[config.mk]
export PLATFORM = sky130hd
export DESIGN_NAME = sabs_ctrl
export DESIGN_NICKNAME = d
export VERILOG_FILES = /design/src/rtl/core/sabs_pkg.sv /design/src/rtl/core/sabs_ctrl.sv
export SDC_FILE = /design/constraint.sdc
export NUM_CORES = 1
export LEC_CHECK = 0
export ABC_AREA = 1
export BUFFER_PORTS_ARGS = -buffer_cell sky130_fd_sc_hd__clkbuf_2
export CORE_ASPECT_RATIO = 1.2
export CORE_MARGIN = 2
export CORE_UTILIZATION = 45
export CTS_BUF_LIST = sky130_fd_sc_hd__clkbuf_2
export CTS_CLUSTER_DIAMETER = 120
export CTS_CLUSTER_SIZE = 30
export DETAILED_ROUTE_END_ITERATION = 16
export GPL_ROUTABILITY_DRIVEN = 0
export PLACE_DENSITY = 0.76
export SKIP_CTS_REPAIR_TIMING = 1
export SLEW_MARGIN = 30
export SYNTH_ARGS = -nofsm -noshare
export SYNTH_HDL_FRONTEND = slang
export SYNTH_SLANG_ARGS = --single-unit
[constraint.sdc]
create_clock -name clock -period 4.4 [get_ports clock]
set_input_delay 0.88 -clock clock [delete_from_list [all_inputs] [get_ports clock]]
set_output_delay 0.88 -clock clock [all_outputs]
set_load 0.005 [all_outputs]
[src/rtl/core/sabs_pkg.sv]
package sabs_pkg;

   localparam int DEPTH_DEF = 256;

   localparam logic [1:0] OP_APPEND = 2'd0;
   localparam logic [1:0] OP_SEARCH = 2'd1;
   localparam logic [1:0] OP_CLEAR  = 2'd2;

   localparam logic [1:0] STATUS_OK    = 2'd0;
   localparam logic [1:0] STATUS_FOUND = 2'd1;
   localparam logic [1:0] STATUS_MISS  = 2'd2;
   localparam logic [1:0] STATUS_FULL  = 2'd3;

   typedef enum logic [1:0] {
      ST_IDLE,
      ST_PROBE,
      ST_CMP,
      ST_FINISH
   } state_type;

   typedef struct packed {
      logic wr_en;
      logic rd_en;
   } mem_ctl_type;

endpackage

[src/rtl/core/sabs_ctrl.sv]
module sabs_ctrl #(
   parameter int DEPTH = sabs_pkg::DEPTH_DEF,
   parameter int AW    = $clog2(DEPTH),
   parameter int CW    = $clog2(DEPTH + 1)
) (
   input  logic                     clock,
   input  logic                     reset,
   input  logic                     req_valid,
   output logic                     req_stall,
   input  logic [1:0]               req_operation,
   input  logic signed [31:0]       req_value,
   output logic                     rsp_valid,
   input  logic                     rsp_stall,
   output logic [1:0]               rsp_status,
   output logic [7:0]               rsp_position,
   output sabs_pkg::mem_ctl_type    mem_ctl,
   output logic [AW-1:0]            wr_addr,
   output logic signed [31:0]       wr_data,
   output logic [AW-1:0]            rd_addr,
   input  logic signed [31:0]       rd_data
);
   import sabs_pkg::*;

   localparam int PW = (AW > 8) ? AW : 8;

   state_type          state_ff, state_in;
   logic [CW-1:0]      count_ff, count_in;
   logic [CW-1:0]      low_ff, low_in;
   logic [CW-1:0]      top_ff, top_in;
   logic [CW-1:0]      mid_ff, mid_in;
   logic signed [31:0] target_ff, target_in;
   logic [1:0]         pend_status_ff, pend_status_in;
   logic [7:0]         pend_pos_ff, pend_pos_in;
   logic               rsp_valid_ff, rsp_valid_in;
   logic [1:0]         rsp_status_ff, rsp_status_in;
   logic [7:0]         rsp_position_ff, rsp_position_in;

   logic               out_free;
   logic               out_load;
   logic               full;
   logic               window_empty;
   logic [CW-1:0]      mid_calc;
   logic [PW-1:0]      pos_wide;
   logic [1:0]         idle_status;

   assign out_free     = !rsp_valid_ff || !rsp_stall;
   assign full         = (count_ff == CW'(DEPTH));
   assign window_empty = (low_ff >= top_ff);
   assign mid_calc     = low_ff + ((top_ff - low_ff - CW'(1)) >> 1);
   assign pos_wide     = PW'(mid_ff[AW-1:0]);

   always_comb begin
      case (req_operation)
         OP_APPEND: idle_status = full ? STATUS_FULL : STATUS_OK;
         OP_SEARCH: idle_status = STATUS_MISS;
         default:   idle_status = STATUS_OK;
      endcase
   end

   // next state
   always_comb begin
      state_in = state_ff;
      unique case (state_ff)
         ST_IDLE: begin
            if (req_valid) begin
               if (req_operation == OP_SEARCH) begin
                  state_in = ST_PROBE;
               end else if (!out_free) begin
                  state_in = ST_FINISH;
               end
            end
         end
         ST_PROBE: begin
            state_in = window_empty ? ST_FINISH : ST_CMP;
         end
         ST_CMP: begin
            state_in = (rd_data == target_ff) ? ST_FINISH : ST_PROBE;
         end
         ST_FINISH: begin
            if (out_free) begin
               state_in = ST_IDLE;
            end
         end
         default: state_in = ST_IDLE;
      endcase
   end

   // datapath and outputs
   always_comb begin
      count_in        = count_ff;
      low_in          = low_ff;
      top_in          = top_ff;
      mid_in          = mid_ff;
      target_in       = target_ff;
      pend_status_in  = pend_status_ff;
      pend_pos_in     = pend_pos_ff;
      mem_ctl         = '0;
      out_load        = 1'b0;
      rsp_status_in   = pend_status_ff;
      rsp_position_in = pend_pos_ff;
      unique case (state_ff)
         ST_IDLE: begin
            target_in      = req_value;
            low_in         = '0;
            top_in         = count_ff;
            pend_status_in = idle_status;
            pend_pos_in    = '0;
            rsp_status_in  = idle_status;
            rsp_position_in = '0;
            if (req_valid) begin
               if (req_operation == OP_APPEND && !full) begin
                  mem_ctl.wr_en = 1'b1;
                  count_in      = count_ff + CW'(1);
               end else if (req_operation == OP_CLEAR) begin
                  count_in = '0;
               end
               out_load = (req_operation != OP_SEARCH) && out_free;
            end
         end
         ST_PROBE: begin
            mem_ctl.rd_en = !window_empty;
            mid_in        = mid_calc;
         end
         ST_CMP: begin
            if (rd_data == target_ff) begin
               pend_status_in = STATUS_FOUND;
               pend_pos_in    = pos_wide[7:0];
            end else if (rd_data > target_ff) begin
               top_in = mid_ff;
            end else begin
               low_in = mid_ff + CW'(1);
            end
         end
         ST_FINISH: begin
            out_load = out_free;
         end
         default: begin
            out_load = 1'b0;
         end
      endcase
   end

   always_comb begin
      if (out_load) begin
         rsp_valid_in = 1'b1;
      end else if (!rsp_stall) begin
         rsp_valid_in = 1'b0;
      end else begin
         rsp_valid_in = rsp_valid_ff;
      end
   end

   always_ff @(posedge clock) begin
      if (reset) begin
         state_ff     <= ST_IDLE;
         count_ff     <= '0;
         rsp_valid_ff <= 1'b0;
      end else begin
         state_ff     <= state_in;
         count_ff     <= count_in;
         rsp_valid_ff <= rsp_valid_in;
      end
   end

   always_ff @(posedge clock) begin
      low_ff         <= low_in;
      top_ff         <= top_in;
      mid_ff         <= mid_in;
      target_ff      <= target_in;
      pend_status_ff <= pend_status_in;
      pend_pos_ff    <= pend_pos_in;
      if (out_load) begin
         rsp_status_ff   <= rsp_status_in;
         rsp_position_ff <= rsp_position_in;
      end
   end

   assign req_stall    = (state_ff != ST_IDLE);
   assign rsp_valid    = rsp_valid_ff;
   assign rsp_status   = rsp_status_ff;
   assign rsp_position = rsp_position_ff;
   assign wr_addr      = count_ff[AW-1:0];
   assign wr_data      = req_value;
   assign rd_addr      = mid_calc[AW-1:0];

endmodule

---- Yosys cells after proc, flatten, opt, wreduce, memory -nomap -nowiden ----
Index checks and enable logic that the tools add are counted.
Widths: inputs -> output; s select.
storage, ports and cells
  bits in registers ....................... 91
  bits of input ports ..................... 70
  output and inout port bits .............. 62
  logic and storage cells ................. 81
operators by class
  $add $sub $neg .......................... 5
  order comparisons ....................... 2
  eq/ne operators ......................... 16
  muxes and demuxes ....................... 30
  reductions and logical operators ........ 17
operator list
  operator             count
  $mux 9               6
  $pmux 9 s2           2
  $eq 32x32->1         1
  $gt 32x32->1         1
  $add 9x1->9 const B  2
  $mux 2               8
  $pmux 8 s2           1
  $ne 2x2->1 const B   6
  $reduce_and 3->1     4
  $add 9x8->9          1
  $eq 9x9->1 const B   1
  $ge 9x9->1           1
  $sub 9x1->9 const B  1
  $sub 9x9->9          1
  $mux 1               8
  $mux 8               1
  $pmux 2 s2           2
  $pmux 2 s4           1
  $eq 2x2->1 const B   3
  $reduce_bool 2->1    3
  $eq 2x1->1 const B   2
  $logic_not 1->1      4
  $logic_not 2->1      2
  $ne 2x1->1 const B   2
  other kinds (5)      6

---- Longest topological paths before layout ----
  word-level depth ........................ 6
  gate-level depth with buffers ........... 17
  depth with buffers taken out ............ 17

---- Worst setup path after synthesis ----
No wires, ideal clock.
  path type ............................... flip-flop to output port
  start ................................... register low_ff[2]
  end ..................................... output port rd_addr[7]
  arrival ................................. 2478 ps
  required time ........................... 3520 ps
  setup slack ............................. 1042 ps
  stages on the path, launching flop included .. 18
  path buffers ............................ 1
  path through ............................ edfxtp_1 > inv_1 > ha_1 > a21oi_1 > o21ai_0 > xor2_1 > ha_1 > a21oi_1 > nand2_1 > nand2_1 > nand2_1 > nand2_1 > nand2_1 > nand2_1 > nand2_1 > a21oi_1 > xor2_1 > buf_4
on the way
  longest elaborated chain between the ends .. 3
ends and longest elaborated chain
  what                    line              source
  start, declared         sabs_ctrl.sv:28   logic [CW-1:0] low_ff, low_in;
  start signal, assigned  sabs_ctrl.sv:166  low_ff <= low_in;
  $sub 9x9->9             sabs_ctrl.sv:49   assign mid_calc = low_ff + ((top_ff - low_ff - CW'(1)) >> 1);
  $sub 9x1->9             sabs_ctrl.sv:49
  $add 9x8->9 (*)         sabs_ctrl.sv:49
  end, declared           sabs_ctrl.sv:19   output logic [AW-1:0] rd_addr,
Every way passes the cells marked *; elsewhere a longest branch is shown, timed or not.

---- Worst setup path after layout ----
Same ends and word-level chain as after synthesis.

==> metrics.md <==
| Metric | Value |
|---|---|
| Run status | `complete, no violations` |
| Seq pwr share | `0.350` |
| Largest net degree at the start of global routing | `27` |
| Worst-Margin Slew | `904 ps` |
| GR Overflow Total | `0` |
| Layout Cells excl Fill | `871` |
| Max Fanout on Critical Path | `6` |
| Logic pwr share | `0.569` |
| Hold WS | `about 440 ps` |
| Max cap viols | `0` |
| CP arrival | `~3300 ps` |
| Critical Path End Type | `output port` |
| Simple logic cell fraction of the synthesized area | `0.138` |
| Clk slew on worst S/H paths | `approximately 280 ps` |
| Fmax | `about 240 MHz` |
| Crit path launch type | `register` |
| Clock Tree Root | `clkbuf_2` |
| VDD IR max | `0.520 mV` |
| Gr busiest metal | `met2` |
| Syn_area_per_cell | `9.40 sq um` |
| CP max stage delay | `between 400 and 500 ps` |
| Post-synthesis cell type count | `38` |
| Final WL | `between 10 and 15 mm` |
| Final setup vio count | `0` |
| Clock Power Share | `0.081` |
| Die height | `127 um` |
| Slew headroom | `0.395` |
| I/O Buffers | `approximately 130` |
| Worst setup margin | `around 230 ps` |
| Pleak | `approximately 3.2 nW` |
| Top-area cell type share of the netlist area | `0.417` |
| DP Worst Slack | `815 ps` |
| First-pass GRT wire length | `around 17 mm` |
| Total CTS buffers | `9` |
| Met3 track utilization from global routing | `0.0429` |
| Htree depth | `3` |
| Initial antenna violation count | `1` |
| Fin crit share | `0.949` |
| DRC viols | `0` |
| Post-synthesis mux area share | `0` |
| Fin util | `0.507` |
| Layout fillers | `1194` |
| Final Critical Period | `4170 ps` |
| YS warnings | `0` |
| Synth Area in Compound Gates | `0.0847` |
| Post-Syn Area | `0.00569 sq mm` |
| Cells after Synth | `605` |
| DP HPWL | `8.78 mm` |
| CP top delay family | `adder cells` |
| Pre-Repair DR Iteration Count | `5` |
| Wire per inst | `12.4 um` |
| FF+latch area | `0.00261 sq mm` |
| Clk_skew | `44.7 ps` |
| Power Dens Cells | `778 mW/mm^2` |
| Final net count | `836` |
| CTS tree | `yes` |
| CTS Sinks | `just over 90` |
| Switching Fraction | `0.445` |
| Area of the multi-input gates | `0.00226 sq mm` |
| Leading area contributor after synthesis | `edfxtp_1` |
| Largest family of logic cells by synthesized area | `adder cells` |
| Final slew viol count | `0` |
| M1 GR Usage | `0.201` |
| Synth top area cells | `edfxtp_1, ha_1, inv_1` |
| 1st-iter DRT viols | `roughly 140` |
| Placed cells | `850` |
| CP Class | `reg -> out` |
| DIE WIDTH | `around 110 um` |
| CP max stage cell | `edfxtp_1` |
| Initial cell density of the core | `0.455` |
| Syn Nets | `740` |
| Maximum buffer depth of the clock tree | `2` |
| Bufs and invs on worst path | `2` |
| Worst-Skew Late Latency | `roughly 600 ps` |
| Vias in the first global route | `3851` |
| Worst-path cell chain | `inv_1 > ha_2 > a21oi_2 > o21ai_0 > xor2_1 > ha_1 > a21oi_1 > nand2_1 > nand2_1 > nand2_1 > nand2_1 > nand2_1 > nand2_1 > nand2_1 > a21oi_2 > xor2_1 > clkbuf_2` |
| Via Count | `between 4000 and 5000` |
| Core Area | `roughly 0.012 sq mm` |
| IO Count | `approximately 130` |
| Layout cell share with drive strength beyond 1 | `0.252` |
| Hold crit path type | `in -> reg` |
| Detail-routed via count per cell | `about 4.7` |
| Synth Area in XOR/XNOR | `0.0277` |
| Worst EP required | `roughly 3500 ps` |
| Met2 usage | `0.287` |
| Seq/Total Area, Yosys | `0.459` |
| Switching power | `between 2 and 2.5 mW` |
| Tot Pwr | `4.93 mW` |
| Area Growth Syn to Fin | `11.4%` |
| Total global-route track usage | `0.166` |
| Adder-cell share of the synthesized area | `0.146` |
| Internal power | `approximately 2.7 mW` |
| Final Hold Viols | `0` |
| Most common cell on crit path | `nand2_1` |
| FF+latch count, synth | `91` |
| Die ar. | `about 0.014 sq mm` |
| Post-route ant nets | `0` |
| Rows | `45` |
[Yosys cell counts (all sizes together)]
library cell  count
o21a              2
inv             118
nand4             8
a21oi            43
dfxtp            12
nor3              8
nor2             35
clkinv            1
o21bai            2
a21o              1
nand3            18
nor4              2
nand2           102
o211ai            1
xnor2             4
o2111ai           1
clkbuf            3
buf              49
ha               63
xor2             14
edfxtp           79
and2              1
a31oi             2
o31ai             2
o21ai            32
fa                2
[placed cells by master (no fill, tap or decap), types with 2 or more instances in the layout]
cell	n
nand2_1	97
nor3_1	6
a31oi_1	2
nor3_4	2
nor2_1	33
ha_1	61
edfxtp_1	79
a21oi_1	40
nor4_1	2
clkbuf_2	140
xor2_1	14
nand4_1	7
nor2_2	2
o21a_1	2
nand3_2	2
fa_1	2
inv_2	5
xnor2_1	4
o21ai_0	29
inv_6	3
o21bai_1	2
nand3_1	16
dfxtp_1	12
o21ai_2	2
buf_4	6
a21oi_2	3
ha_2	2
nand2_2	4
inv_1	113
[worst reg2reg max path, stage by stage, from the launching register on]
cell      delay (ps)
edfxtp_1         410
inv_1             50
ha_1             220
fa_1             410
nand3_1          100
and2_1           180
xnor2_1          130
ha_1             290
nand3_1          100
nand3_1          100
nand2_1           80
nand2_1           50
nand2_1           50
nand2_1           70
a21oi_1          140
o21bai_1          90
xor2_1           150
[through the flow]
step | cell area (sq um) | setup TNS [ps]
2_1_floorplan | 5690 | 0
3_3_place_gp | 6190 | 0
3_5_place_dp | 6190 | 0
4_1_cts | 6290 | 0
5_1_grt | 6330 | -12.4
6_report | 6330 | 0
[layout make-up]
type | instances | share of cell area
antenna | 1 | 0.000395
clock buffer | 9 | 0.00711
clock inverter | 7 | 0.00928
inverter | 119 | 0.0705
multi-input combinational | 343 | 0.357
sequential | 91 | 0.412
tap | 164 | 0.0324
timing repair buffer | 137 | 0.111
[state kept, by name (all words and copies together), names as in the netlist]
| register | count |
|---|---|
| rsp_status | 2 |
| count_ff | 9 |
| state_ff | 2 |
| pend_pos_ff | 8 |
| rsp_valid | 1 |
| low_ff | 9 |
| top_ff | 9 |
| pend_status_ff | 2 |
| mid_ff | 9 |
| target_ff | 32 |
| rsp_position | 8 |
[metal layers]
| layer | wire length, um | vias to the layer above |
|---|---|---|
| met3 | 519 | 13 |
| met4 | 211 | 0 |
| met5 | 0 | - |
| met2 | 5470 | 92 |
| met1 | 4620 | 1843 |
| li1 | - | 2134 |
[cell families after synthesis]
logic type,count (synthesis)
buffers and inverters,171
DFF,91
adders and majority gates,65
xor gates and xnor gates,18
AOI/OAI and AO/OA,86
and+or+nand+nor,174
[worst paths after layout]
kind                   endpoint           from  slack, ps  cells after the start
setup reg to reg      mid_ff[8]      low_ff[0]       1610                     16
hold reg to reg     count_ff[7]    count_ff[7]        510                      2
setup / recovery     rd_addr[7]      low_ff[2]        230                     17
hold / removal    target_ff[27]  req_value[27]        440                      1
[power by group through the flow]
stage	Sequential (mW)	Clock (mW)	Combinational [mW]
after floorplan	1.71	0	2.26
after global placement	1.74	0	2.73
after detailed placement	1.76	0	2.79
after CTS	1.73	0.413	2.80
after global routing	1.76	0.448	3.25
final	1.72	0.398	2.80
(Power assumes the default switching activity.)
